$ cat src/hdl/assert_macros.svh
// ---------------------------------------------------------------------------
// Assertion macros shared by the plane block.
// Each macro expands to one labeled concurrent assertion clocked on the
// rising edge and disabled while the synchronous reset is asserted.
// ---------------------------------------------------------------------------
`ifndef ASSERT_MACROS_SVH
`define ASSERT_MACROS_SVH

// The consequent must hold in the same cycle as the antecedent.
`define PFP_ASSERT_IMPL(label, clk, rst_n, ante, cons) \
  label: assert property (@(posedge clk) disable iff (!rst_n) (ante) |-> (cons)) \
    else $error("implication check failed");

// Two expressions must agree in every cycle.
`define PFP_ASSERT_EQ(label, clk, rst_n, lhs, rhs) \
  label: assert property (@(posedge clk) disable iff (!rst_n) (lhs) == (rhs)) \
    else $error("equality check failed");

`endif

$ cat src/hdl/pfp_pkg.sv
// ---------------------------------------------------------------------------
// pfp_pkg
// Widths, latencies and item types of the plane-from-three-points block.
// ---------------------------------------------------------------------------
`default_nettype none

package pfp_pkg;

  // Coordinate and intermediate widths.
  localparam int COORD_WIDTH = 24;
  localparam int EDGE_W      = COORD_WIDTH + 1;
  localparam int PROD_W      = 2 * EDGE_W;
  localparam int CROSS_W     = PROD_W + 1;
  localparam int LEN_W       = $clog2(CROSS_W + 1);
  localparam int M_W         = 31;
  localparam int SQ_W        = 2 * M_W;
  localparam int SUM_W       = 64;
  localparam int ROOT_W      = SUM_W / 2;
  localparam int UNIT_SHIFT  = 30;
  localparam int NUM_W       = M_W + UNIT_SHIFT + 1;
  localparam int Q_W         = 31;
  localparam int NRM_W       = 32;
  localparam int D_W         = 40;
  localparam int D_SHIFT     = 26;
  localparam int DPROD_W     = COORD_WIDTH + NRM_W;
  localparam int DSUM_W      = DPROD_W + 2;

  // Pipeline latencies of the sub-units in cycles.
  localparam int CROSS_LAT = 4;
  localparam int SCALE_LAT = 4;
  localparam int SQRT_LAT  = ROOT_W + 1;
  localparam int DIV_LAT   = Q_W + 1;
  localparam int OFF_LAT   = 3;

  typedef logic signed [COORD_WIDTH-1:0] coord_t;

  typedef struct packed {
    coord_t p1_x;
    coord_t p1_y;
    coord_t p1_z;
    coord_t p2_x;
    coord_t p2_y;
    coord_t p2_z;
    coord_t p3_x;
    coord_t p3_y;
    coord_t p3_z;
  } in_t;

  typedef struct packed {
    logic signed [NRM_W-1:0] normal_x;
    logic signed [NRM_W-1:0] normal_y;
    logic signed [NRM_W-1:0] normal_z;
    logic signed [D_W-1:0]   offset_d;
    logic                    degenerate;
  } out_t;

  // Scaled components with their signs, as they leave the scaling unit.
  typedef struct packed {
    logic [2:0][M_W-1:0] m;
    logic [2:0]          neg;
    logic                degen;
  } scl_t;

endpackage

`default_nettype wire

$ cat src/hdl/pfp_div.sv
// ---------------------------------------------------------------------------
// pfp_div
// Pipelined restoring divider for one normal component: rounded quotient of
// the scaled component times 2^30 by the root, one quotient bit per stage.
// ---------------------------------------------------------------------------
`default_nettype none

module pfp_div (
  input  wire logic                          clk,
  input  wire logic                          rst_n,
  input  wire logic                          in_valid,
  input  wire logic [pfp_pkg::M_W-1:0]       in_m,
  input  wire logic [pfp_pkg::ROOT_W-1:0]    in_root,
  output logic                               out_valid,
  output logic [pfp_pkg::Q_W-1:0]            out_q
);

  localparam int RW  = pfp_pkg::ROOT_W;
  localparam int QW  = pfp_pkg::Q_W;
  localparam int NW  = pfp_pkg::NUM_W;
  localparam int XW  = RW + 1;
  localparam int UNS = pfp_pkg::UNIT_SHIFT;

  logic [NW-1:0] num;
  logic          v_r   [QW+1];
  logic [XW-1:0] rem_r [QW+1];
  logic [QW-1:0] low_r [QW+1];
  logic [QW-1:0] q_r   [QW+1];
  logic [RW-1:0] d_r   [QW+1];

  // Numerator with half the divisor added for rounding to nearest.
  assign num = (NW'(in_m) << UNS) + NW'(in_root >> 1);

  always_ff @(posedge clk) begin
    if (!rst_n) begin
      v_r[0] <= 1'b0;
    end else begin
      v_r[0] <= in_valid;
    end
  end

  // Load: the upper numerator bits are already below the divisor.
  always_ff @(posedge clk) begin
    rem_r[0] <= XW'(num[NW-1:QW]);
    low_r[0] <= num[QW-1:0];
    q_r[0]   <= '0;
    d_r[0]   <= in_root;
  end

  for (genvar i = 1; i <= QW; i++) begin : g_step
    logic [XW-1:0] x;

    assign x = {rem_r[i-1][RW-1:0], low_r[i-1][QW-1]};

    always_ff @(posedge clk) begin
      if (!rst_n) begin
        v_r[i] <= 1'b0;
      end else begin
        v_r[i] <= v_r[i-1];
      end
    end

    always_ff @(posedge clk) begin
      low_r[i] <= {low_r[i-1][QW-2:0], 1'b0};
      d_r[i]   <= d_r[i-1];
      if (x >= XW'(d_r[i-1])) begin
        rem_r[i] <= x - XW'(d_r[i-1]);
        q_r[i]   <= {q_r[i-1][QW-2:0], 1'b1};
      end else begin
        rem_r[i] <= x;
        q_r[i]   <= {q_r[i-1][QW-2:0], 1'b0};
      end
    end
  end

  assign out_valid = v_r[QW];
  assign out_q     = q_r[QW];

endmodule

`default_nettype wire

$ cat config.mk
export PLATFORM = sky130hd
export DESIGN_NAME = pfp_div
export DESIGN_NICKNAME = d
export VERILOG_FILES = /design/src/hdl/assert_macros.svh /design/src/hdl/pfp_pkg.sv /design/src/hdl/pfp_div.sv
export SDC_FILE = /design/constraint.sdc
export NUM_CORES = 2
export LEC_CHECK = 0
export BUFFER_PORTS_ARGS = -buffer_cell sky130_fd_sc_hd__buf_2
export CORE_ASPECT_RATIO = 1.5
export CORE_MARGIN = 4
export CORE_UTILIZATION = 45
export CTS_BUF_LIST = sky130_fd_sc_hd__clkbuf_2
export CTS_CLUSTER_DIAMETER = 120
export DETAILED_ROUTE_END_ITERATION = 10
export MAX_ROUTING_LAYER = met4
export PLACE_DENSITY = 0.58
export SETUP_SLACK_MARGIN = 0.05
export SLEW_MARGIN = 20
export SYNTH_ARGS = -nofsm -noshare
export SYNTH_HDL_FRONTEND = slang
export SYNTH_SLANG_ARGS = --single-unit
export TNS_END_PERCENT = 10
$ cat constraint.sdc
create_clock -name clk -period 5.5 [get_ports clk]
set_input_delay 0.275 -clock clk [delete_from_list [all_inputs] [get_ports clk]]
set_output_delay 0.275 -clock clk [all_outputs]
set_load 0.02 [all_outputs]
==> run metrics <==
Synth Cell Area=about 110,000 um2; Worst VDD drop=0.320 mV; worst relative slew slack=around a third; Residual DRC=0; Reg2Reg Depth=14; placed inst area=approximately 120,000 um2; status=complete, no violations; grt met1 use=22.6%; PwrDens=~660 nW/um2; busiest grt layer=met2; final instance area=around 130,000 um2; Synth warnings=0; crit path capture type=register; leakage power=around 59 nW; accumulated negative setup slack=0 ps; post-synth cell types=between 90 and 100; drt first-iter violations=4,938; final wirelength=314,000 um; top cell type's share of synthesized area=between 40% and 50%; postcts setup bufs=0; number of I/O pins=slightly below 100; Setup crit start kind=register; critical path fanouts, max=45; Die Wd=418 um; met3 Usage GRT=3.40%; WP data arrival=6000 ps; Yosys top cell by area=dfxtp_1; wire length per cell=19.0 um; placed insts=~15,000; most frequent CP cell=a21oi_1; GP Congestion=about 0.95; chip height=about 620 um; Worst Max-Slew Pin Slew=~1000 ps; die area=~260,000 um2; critical path's slowest cell=a21o_2; Hold Crit Class=register to register; layout cells sized above 1=10.7%; Synth area leaders=dfxtp_1, ha_1, a21oi_1; Top FF cell, synth=dfxtp_1; buffers and inverters on the worst path=2; Max Freq=231 MHz; area of the multi-input gates=approximately 57,000 um2; Critical path destination=rem_r[1][94]$_DFF_P_; vias in the first global route=roughly 90,000; Worst-Skew Late Latency=1810 ps; Net count, final=roughly 14,000; initial core utilization=45.2%; router iterations before antenna repair=6; Mapped Cells=around 12,000; H-tree depth=6; pin count of the biggest net entering global routing=63; top cells by count, synth=dfxtp_1, inv_1, a21oi_1, ha_1, nand2_1; final setup fails=0; most common cell in the netlist=dfxtp_1; CP required=between 7000 and 8000 ps; total gr overflow=0; Clock Sink Count=about 2,500; critical path type=register to register; cell row count=225; hold_ws=272 ps; Hold Fails Final Rpt=0; worst stage delay on the critical path=650 ps; PortBufs=97; slack of the worst reg-to-reg path=1170 ps; CTS Buf Count=603; vias=between 80,000 and 90,000; CTS max path bufs=4; final cell count without fillers=between 15,000 and 20,000; Final Max Slew Viols=0; Max Cap Violations=0; unrepaired setup endpoints after global routing=false; crit-path cells=inv_1, ha_1, nor2b_1, o31ai_1, a21oi_1, o2111ai_1, a21oi_1, or4_1, a31o_2, a221oi_2, a21o_2, buf_4, a31oi_1, a21o_1; initial antenna violation count=10; Post-Syn Nets=roughly 13,000; GRT Total Usage=24.1%; first-pass GRT wire length=between 400,000 and 500,000 um; DP Wirelength=243,000 um; Post-synth EDFFs=0; Critical Path Start=d_r[2][33]$_DFF_P_; clock root buffer=clkbuf_2; Final min period=around 4300 ps; Final period util=between 70% and 80%; M2 GR Usage=between 40% and 50%; register area share after synthesis=around 44%; Stages on worst setup path=14; Synth Register Bits=approximately 2,500; area of the core=roughly 250,000 um2; remaining antenna violation count=0; sequential cell area=around 50,000 um2; CP top delay family=compound AO/OA/AOI/OAI gates; fillcell total=between 20,000 and 25,000; reg2reg start=d_r[2][33]$_DFF_P_; Clock Skews=about 140 ps; Synth async-reset ratio=0%; clk slew on worst S/H paths=around 120 ps; Synth Area per Inst=approximately 9.3 um2; DR vias/cell=5.33; CTS tree=built; reg-to-reg endpoint=rem_r[1][94]$_DFF_P_; Area growth syn-to-layout=10.3%
-- state kept, by name, summed over array words and instances, names as in the netlist --
| name | count |
|---|---|
| rem_r | 991 |
| v_r | 32 |
| low_r | 1 |
| d_r | 992 |
| q_r | 496 |
-- cell type report --
| cell class | instances | area share [%] |
|---|---|---|
| flip-flops and latches | 2512 | 40.2 |
| well taps | 3291 | 3.29 |
| diodes | 15 | 0.0300 |
| clock inverters | 220 | 1.37 |
| clock buffers | 795 | 3.18 |
| multi-input cells | 8104 | 45.7 |
| inverters | 1205 | 3.62 |
| repair buffers | 364 | 2.55 |
-- how the worst min path moves through the flow --
stage                     cells after the start                   end                start  slack [ps]
after global placement                        0    q_r[7][72]$_DFF_P_   q_r[7][40]$_DFF_P_         310
after floorplan                               0     d_r[0][0]$_DFF_P_           in_root[0]         300
after detailed placement                      0    q_r[1][32]$_DFF_P_    q_r[1][0]$_DFF_P_         310
final                                         0   d_r[1][192]$_DFF_P_  d_r[1][160]$_DFF_P_         270
after global routing                          4    d_r[0][31]$_DFF_P_          in_root[31]         160
after CTS                                     5  rem_r[0][10]$_DFF_P_             in_m[11]          10
-- cells in the final DEF (no fill, tap or decap), types with 39 or more instances in the layout --
master         count
nor2b_1          146
o21ai_0          816
dlygate4sd3_1    230
o21a_1           116
and3_1            93
and2_1            59
o31ai_1           76
clkinv_2          43
or3_1             39
nand3_1          206
o21bai_1         116
mux2_1            47
nand4_1          168
nand2_1          842
xnor2_1          492
inv_1           1205
a21oi_1         1041
a21o_1           534
nor4_1            41
dfxtp_1         2512
nand2b_1         143
xor2_1           349
mux2_2           274
buf_2             97
nor2_1           649
ha_1             994
a31oi_1           83
nor3_1           130
o211ai_1          44
clkbuf_2         795
a211oi_1          65
clkinv_1         121
-- logic make-up (layout without fill, tap and decap cells) --
| logic type | after synthesis | after routing | synth area share (%) |
|---|---|---|---|
| compound gates | 3286 | 3286 | 18.1 |
| simple gates | 2608 | 2608 | 10.8 |
| flops | 2512 | 2512 | 44.4 |
| buf+inv | 1544 | 2584 | 5.33 |
| fa+ha+maj | 1024 | 1024 | 11.5 |
| xor+xnor | 841 | 841 | 6.50 |
| mux | 345 | 345 | 3.40 |
| other cells | 0 | 15 | 0 |
-- through the flow --
step	power [W]	util, %	worst slack, ps
final	0.0831	49.9	1170
after global routing	0.0899	49.9	921
after CTS	0.0838	49.9	1210
after detailed placement	0.0704	46.7	1210
after global placement	0.0700	46.7	1260
after floorplan	0.0591	-	2150
-- what timing repair did --
action / in CTS / in global routing
setup endpoints to repair: 0 / 0
hold buffers: 230 / 0
gates resized for setup: 0 / 0
endpoints found under the hold margin: 96 / 0
-- power by group --
group	total (W)	leakage (nW)	switching [W]	internal, W
Sequential	0.0285	21.2	0.00409	0.0244
Clock	0.0127	4.15	0.00744	0.00529
Combinational	0.0419	33.8	0.0237	0.0182
-- per-layer routing --
| metal | up-vias | part of all wire (%) |
|---|---|---|
| li1 | 43600 | - |
| met1 | 41100 | 35 |
| met2 | 2371 | 55 |
| met3 | 929 | 3.8 |
| met4 | 0 | 6.3 |
| met5 | - | 0 |
(Power assumes the default switching activity.)
