## src/hdl/assert_macros.svh

```systemverilog
// ---------------------------------------------------------------------------
// Assertion macros shared by the plane block.
// Each macro expands to one labeled concurrent assertion clocked on the
// rising edge and disabled while the synchronous reset is asserted.
// ---------------------------------------------------------------------------
`ifndef ASSERT_MACROS_SVH
`define ASSERT_MACROS_SVH

// The consequent must hold in the same cycle as the antecedent.
`define PFP_ASSERT_IMPL(label, clk, rst_n, ante, cons) \
  label: assert property (@(posedge clk) disable iff (!rst_n) (ante) |-> (cons)) \
    else $error("implication check failed");

// Two expressions must agree in every cycle.
`define PFP_ASSERT_EQ(label, clk, rst_n, lhs, rhs) \
  label: assert property (@(posedge clk) disable iff (!rst_n) (lhs) == (rhs)) \
    else $error("equality check failed");

`endif

```

## src/hdl/pfp_pkg.sv

```systemverilog
// ---------------------------------------------------------------------------
// pfp_pkg
// Widths, latencies and item types of the plane-from-three-points block.
// ---------------------------------------------------------------------------
`default_nettype none

package pfp_pkg;

  // Coordinate and intermediate widths.
  localparam int COORD_WIDTH = 24;
  localparam int EDGE_W      = COORD_WIDTH + 1;
  localparam int PROD_W      = 2 * EDGE_W;
  localparam int CROSS_W     = PROD_W + 1;
  localparam int LEN_W       = $clog2(CROSS_W + 1);
  localparam int M_W         = 31;
  localparam int SQ_W        = 2 * M_W;
  localparam int SUM_W       = 64;
  localparam int ROOT_W      = SUM_W / 2;
  localparam int UNIT_SHIFT  = 30;
  localparam int NUM_W       = M_W + UNIT_SHIFT + 1;
  localparam int Q_W         = 31;
  localparam int NRM_W       = 32;
  localparam int D_W         = 40;
  localparam int D_SHIFT     = 26;
  localparam int DPROD_W     = COORD_WIDTH + NRM_W;
  localparam int DSUM_W      = DPROD_W + 2;

  // Pipeline latencies of the sub-units in cycles.
  localparam int CROSS_LAT = 4;
  localparam int SCALE_LAT = 4;
  localparam int SQRT_LAT  = ROOT_W + 1;
  localparam int DIV_LAT   = Q_W + 1;
  localparam int OFF_LAT   = 3;

  typedef logic signed [COORD_WIDTH-1:0] coord_t;

  typedef struct packed {
    coord_t p1_x;
    coord_t p1_y;
    coord_t p1_z;
    coord_t p2_x;
    coord_t p2_y;
    coord_t p2_z;
    coord_t p3_x;
    coord_t p3_y;
    coord_t p3_z;
  } in_t;

  typedef struct packed {
    logic signed [NRM_W-1:0] normal_x;
    logic signed [NRM_W-1:0] normal_y;
    logic signed [NRM_W-1:0] normal_z;
    logic signed [D_W-1:0]   offset_d;
    logic                    degenerate;
  } out_t;

  // Scaled components with their signs, as they leave the scaling unit.
  typedef struct packed {
    logic [2:0][M_W-1:0] m;
    logic [2:0]          neg;
    logic                degen;
  } scl_t;

endpackage

`default_nettype wire

```

## src/hdl/pfp_sqrt.sv

```systemverilog
// ---------------------------------------------------------------------------
// pfp_sqrt
// Pipelined digit-by-digit square root, one result bit per stage, with a
// final stage that rounds to the nearest integer.
// ---------------------------------------------------------------------------
`default_nettype none

module pfp_sqrt (
  input  wire logic                          clk,
  input  wire logic                          rst_n,
  input  wire logic                          in_valid,
  input  wire logic [pfp_pkg::SUM_W-1:0]     in_sum,
  output logic                               out_valid,
  output logic [pfp_pkg::ROOT_W-1:0]         out_root
);

  localparam int SW  = pfp_pkg::SUM_W;
  localparam int RW  = pfp_pkg::ROOT_W;
  localparam int XW  = RW + 2;

  logic          v_r    [RW];
  logic [XW-1:0] rem_r  [RW];
  logic [RW-1:0] root_r [RW];
  logic [SW-1:0] s_r    [RW];
  logic          vo_r;
  logic [RW-1:0] ro_r;

  for (genvar k = 0; k < RW; k++) begin : g_step
    logic          v_in;
    logic [XW-1:0] rem_in;
    logic [RW-1:0] root_in;
    logic [SW-1:0] s_in;
    logic [XW-1:0] x;
    logic [XW-1:0] trial;

    if (k == 0) begin : g_first
      assign v_in    = in_valid;
      assign rem_in  = '0;
      assign root_in = '0;
      assign s_in    = in_sum;
    end else begin : g_next
      assign v_in    = v_r[k-1];
      assign rem_in  = rem_r[k-1];
      assign root_in = root_r[k-1];
      assign s_in    = s_r[k-1];
    end

    // Bring down the next two radicand bits and try the next root bit.
    assign x     = {rem_in[XW-3:0], s_in[SW-1-2*k -: 2]};
    assign trial = {root_in, 2'b01};

    always_ff @(posedge clk) begin
      if (!rst_n) begin
        v_r[k] <= 1'b0;
      end else begin
        v_r[k] <= v_in;
      end
    end

    always_ff @(posedge clk) begin
      s_r[k] <= s_in;
      if (x >= trial) begin
        rem_r[k]  <= x - trial;
        root_r[k] <= {root_in[RW-2:0], 1'b1};
      end else begin
        rem_r[k]  <= x;
        root_r[k] <= {root_in[RW-2:0], 1'b0};
      end
    end
  end

  // Round to nearest: step up when the remainder exceeds the root.
  always_ff @(posedge clk) begin
    if (!rst_n) begin
      vo_r <= 1'b0;
    end else begin
      vo_r <= v_r[RW-1];
    end
  end

  always_ff @(posedge clk) begin
    if (rem_r[RW-1] > XW'(root_r[RW-1])) begin
      ro_r <= root_r[RW-1] + RW'(1);
    end else begin
      ro_r <= root_r[RW-1];
    end
  end

  assign out_valid = vo_r;
  assign out_root  = ro_r;

endmodule

`default_nettype wire

```

## config.mk

```make
export PLATFORM = sky130hd
export DESIGN_NAME = pfp_sqrt
export DESIGN_NICKNAME = d
export VERILOG_FILES = /design/src/hdl/assert_macros.svh /design/src/hdl/pfp_pkg.sv /design/src/hdl/pfp_sqrt.sv
export SDC_FILE = /design/constraint.sdc
export NUM_CORES = 2
export LEC_CHECK = 0
export ABC_CLOCK_PERIOD_IN_PS = 8400
export BUFFER_PORTS_ARGS = -buffer_cell sky130_fd_sc_hd__buf_2
export CAP_MARGIN = 20
export CORE_MARGIN = 2
export CORE_UTILIZATION = 34
export CTS_CLUSTER_SIZE = 14
export DETAILED_ROUTE_END_ITERATION = 12
export GPL_TIMING_DRIVEN = 0
export PLACE_DENSITY = 0.51
export SYNTH_ARGS = -nofsm -noshare
export SYNTH_HDL_FRONTEND = slang
export SYNTH_MEMORY_MAX_BITS = 65536
export SYNTH_SLANG_ARGS = --single-unit
export TNS_END_PERCENT = 30
```

## constraint.sdc

```tcl
create_clock -name clk -period 8.4 [get_ports clk]
set_input_delay 1.26 -clock clk [delete_from_list [all_inputs] [get_ports clk]]
set_output_delay 1.26 -clock clk [all_outputs]
set_load 0.05 [all_outputs]
```

==> results_dict.tcl <==
set metrics [dict create \
    worstSetupStartpointType "flip-flop" \
    yosysTopAreaCell "dfxtp_1" \
    synth_cells 9275 \
    synth_top_area_share_pct 54.58 \
    cts.root.buffer_cell "clkbuf_16" \
    fp-row-count 193 \
    firstDrtPassIters 5 \
    hp-class "flip-flop to flip-flop" \
    tns_ns 0 \
    ant_nets 0 \
    dieWidth_um 529.9 \
    cts-htree-levels 5 \
    slew_headroom_pct 29.03 \
    die_h_um 529.9 \
    grt_setup_unrepaired "no" \
    totalPowerFinal_w 0.03529 \
    dp_hpwl_um 164200 \
    viasPerCell 4.746 \
    coreArea_sq_mm 0.2758 \
    period_share_pct 60.93 \
    clk_latency_ns 0.90 \
    ctsHoldBuffers 0 \
    seqPwrFrac_pct 45.0 \
    die_area_sq_mm 0.2808 \
    clockBufferDepth 4 \
    combPwrFrac_pct 19.0 \
    fin_crit_ns 5.118 \
    min_to "s_r[1][337]" \
    grtUsageTotal_pct 15.01 \
    min_delay_path_depth 0 \
    p_int_w 0.02480 \
    cts_sinks 2564 \
    numCtsBuffers 284 \
    nets 10330 \
    grt_pass1_wl_um 341500 \
    synthesis.area_sq_mm 0.09404 \
    p_per_area_mw_per_mm2 324.0 \
    cts_resized 0 \
    drt_iter0_markers 3432 \
    status "finished clean" \
    placed_cell_area_sq_mm 0.09918 \
    finClkSkew_ns 0.04856 \
    rr_worst_depth 14 \
    syn_avg_cell_area_sq_um 10.14 \
    crit_path_end_kind "flip-flop" \
    synth_nets 9938 \
    p_clk_share_pct 36.0 \
    async_flop_share_pct 0 \
    irDropWorstVdd_mv 0.1919 \
    grt_overflow 0 \
    worstPathRequired_ns 9.18 \
    r2r-start "root_r[1][384]" \
    cts_tree "built" \
    reg2reg_slack_ns 3.28 \
    drc 0 \
    leakage_nw 50.60 \
    postCtsSetupRepairBufs 0 \
    design_area_sq_mm 0.1089 \
    setup_violations 0 \
    grt_pass1_vias 64300 \
    yosys-top-cells-area "dfxtp_1 (55%), ha_1 (7.9%), xnor2_1 (4.0%)" \
    arrival_ns 5.89 \
    num_io_pins 100 \
    synthTopCellsByCount "dfxtp_1 (2564), inv_1 (732), nand2_1 (604)" \
    numPortBuffers 99 \
    gp_congestion 0.8707 \
    area_delta_synth_final_pct 15.83 \
    drive_gt1_share_pct 7.248 \
    synth_warnings 0 \
    yosysSeqAreaShare_pct 54.58 \
    clkSlewWorstSetupHoldPaths_ns 0.06 \
    initial_core_util_pct 34.10 \
    routed_wl_um 214600 \
    finalHoldViolCount 0 \
    synth_most_common_cell "dfxtp_1" \
    fmax_ghz 0.1954 \
    min_from "s_r[1][273]" \
    maxCapViolations 0 \
    slew_violations 0 \
    path_max_fanout 10 \
    yosys_register_bits 2564 \
    timing.rr.end "rem_r[1][472]" \
    sw_frac_of_total_pct 29.72 \
    synth_top_flop_cell "dfxtp_1" \
    switchingPower_w 0.01049 \
    antenna_found_initial 4 \
    grt_max_degree 15 \
    worstMarginPinSlew_ns 1.061 \
    critical_path_class "flip-flop to flip-flop" \
    ys_types 80 \
    synth-edff-count 0 \
    dr_total_vias 64470 \
    num-fill-cells 27130 \
    wl_per_cell_um 15.79 \
]
-- power groups by stage --
stage               sequential, W  clock [W]  combinational, W
finish                     0.0159     0.0127           0.00672
global route               0.0161     0.0137           0.00756
CTS                        0.0159     0.0132           0.00677
detailed placement         0.0162          0           0.00673
global placement           0.0162          0           0.00668
floorplan                  0.0157          0           0.00493
-- stage by stage --
step / setup WS [ns] / std cells / hold slack (ns) / util [%]
global route: 2.928 / 13590 / 0.3048 / 39.50
detailed placement: 3.401 / 13080 / 0.3121 / 35.96
global placement: 3.404 / 13080 / 0.3096 / 35.96
CTS: 3.368 / 13580 / 0.2971 / 39.49
floorplan: 5.014 / 9275 / 0.3096 / -
finish: 3.282 / 13590 / 0.2829 / 39.50
-- worst max path at each step --
stage | from | to | slack (ns) | cells after the start
6_report | root_r[1][384] | rem_r[1][472] | 3.28 | 14
3_3_place_gp | root_r[1][384] | rem_r[1][465] | 3.40 | 14
3_5_place_dp | root_r[1][384] | rem_r[1][472] | 3.40 | 14
2_1_floorplan | root_r[1][416] | rem_r[1][505] | 5.01 | 12
4_1_cts | root_r[1][384] | rem_r[1][465] | 3.37 | 14
5_1_grt | root_r[1][384] | rem_r[1][472] | 2.93 | 14
-- routing by layer --
metal	global-route usage, %	routed length (um)
met1	18.46	94100
met2	26.66	105000
met3	2.173	9093
met4	5.027	6399
met5	0	12
-- cell families (layout without fill, tap and decap cells) --
group                      Yosys count  count (layout)  synth area share [%]
DFF                               2564            2564                 54.58
and+or+nand+nor                   2401            2401                 12.67
AOI/OAI and AO/OA                 1844            1844                 12.02
buffers and inverters              914            1518                 3.663
xor gates and xnor gates           858             858                 7.991
adders and majority gates          596             596                 7.930
muxes                               97              97                 1.147
other                                1               3              0.003988
-- registers in the layout, summed over array words and instances (netlist names) --
| signal | count |
|---|---|
| out_root | 32 |
| out_valid | 1 |
| rem_r | 979 |
| root_r | 528 |
| s_r | 992 |
| v_r | 32 |
-- worst max-delay path, cell delays in order, from the launching register on --
cell and delay (ns):
dfxtp_1 0.42, inv_1 0.07, ha_1 0.34, nor2b_1 0.17, nor3_1 0.24, o21ai_0 0.17
a31oi_1 0.66, o21ai_1 0.34, a41oi_1 0.47, o211ai_1 0.14, a21oi_1 0.76, inv_1 0.13
clkbuf_1 0.36, buf_1 0.45, a21oi_1 0.29
-- layout by cell type (no fill, tap or decap), types with 129 or more instances in the layout --
master	count
dfxtp_1	2564
inv_1	732
nand2_1	604
ha_1	596
a21oi_1	589
nor2_1	572
o21ai_0	498
xnor2_1	430
xor2_1	428
clkbuf_16	291
a21o_1	238
nor3_1	220
clkbuf_1	212
nand3_1	167
nor4_1	129
-- final cells by class --
cell class	instances	area, sq um	area share [%]
Sequential cell	2564	51330	47.12
Multi-Input combinational cell	5797	39270	36.05
Clock buffer	381	8030	7.372
Tap cell	3705	4636	4.256
Inverter	732	2748	2.522
Clock inverter	120	1698	1.559
Buffer	182	696.9	0.6398
Timing Repair Buffer	103	518.0	0.4755
Antenna cell	2	5.005	0.004595
(Power assumes the default switching activity.)
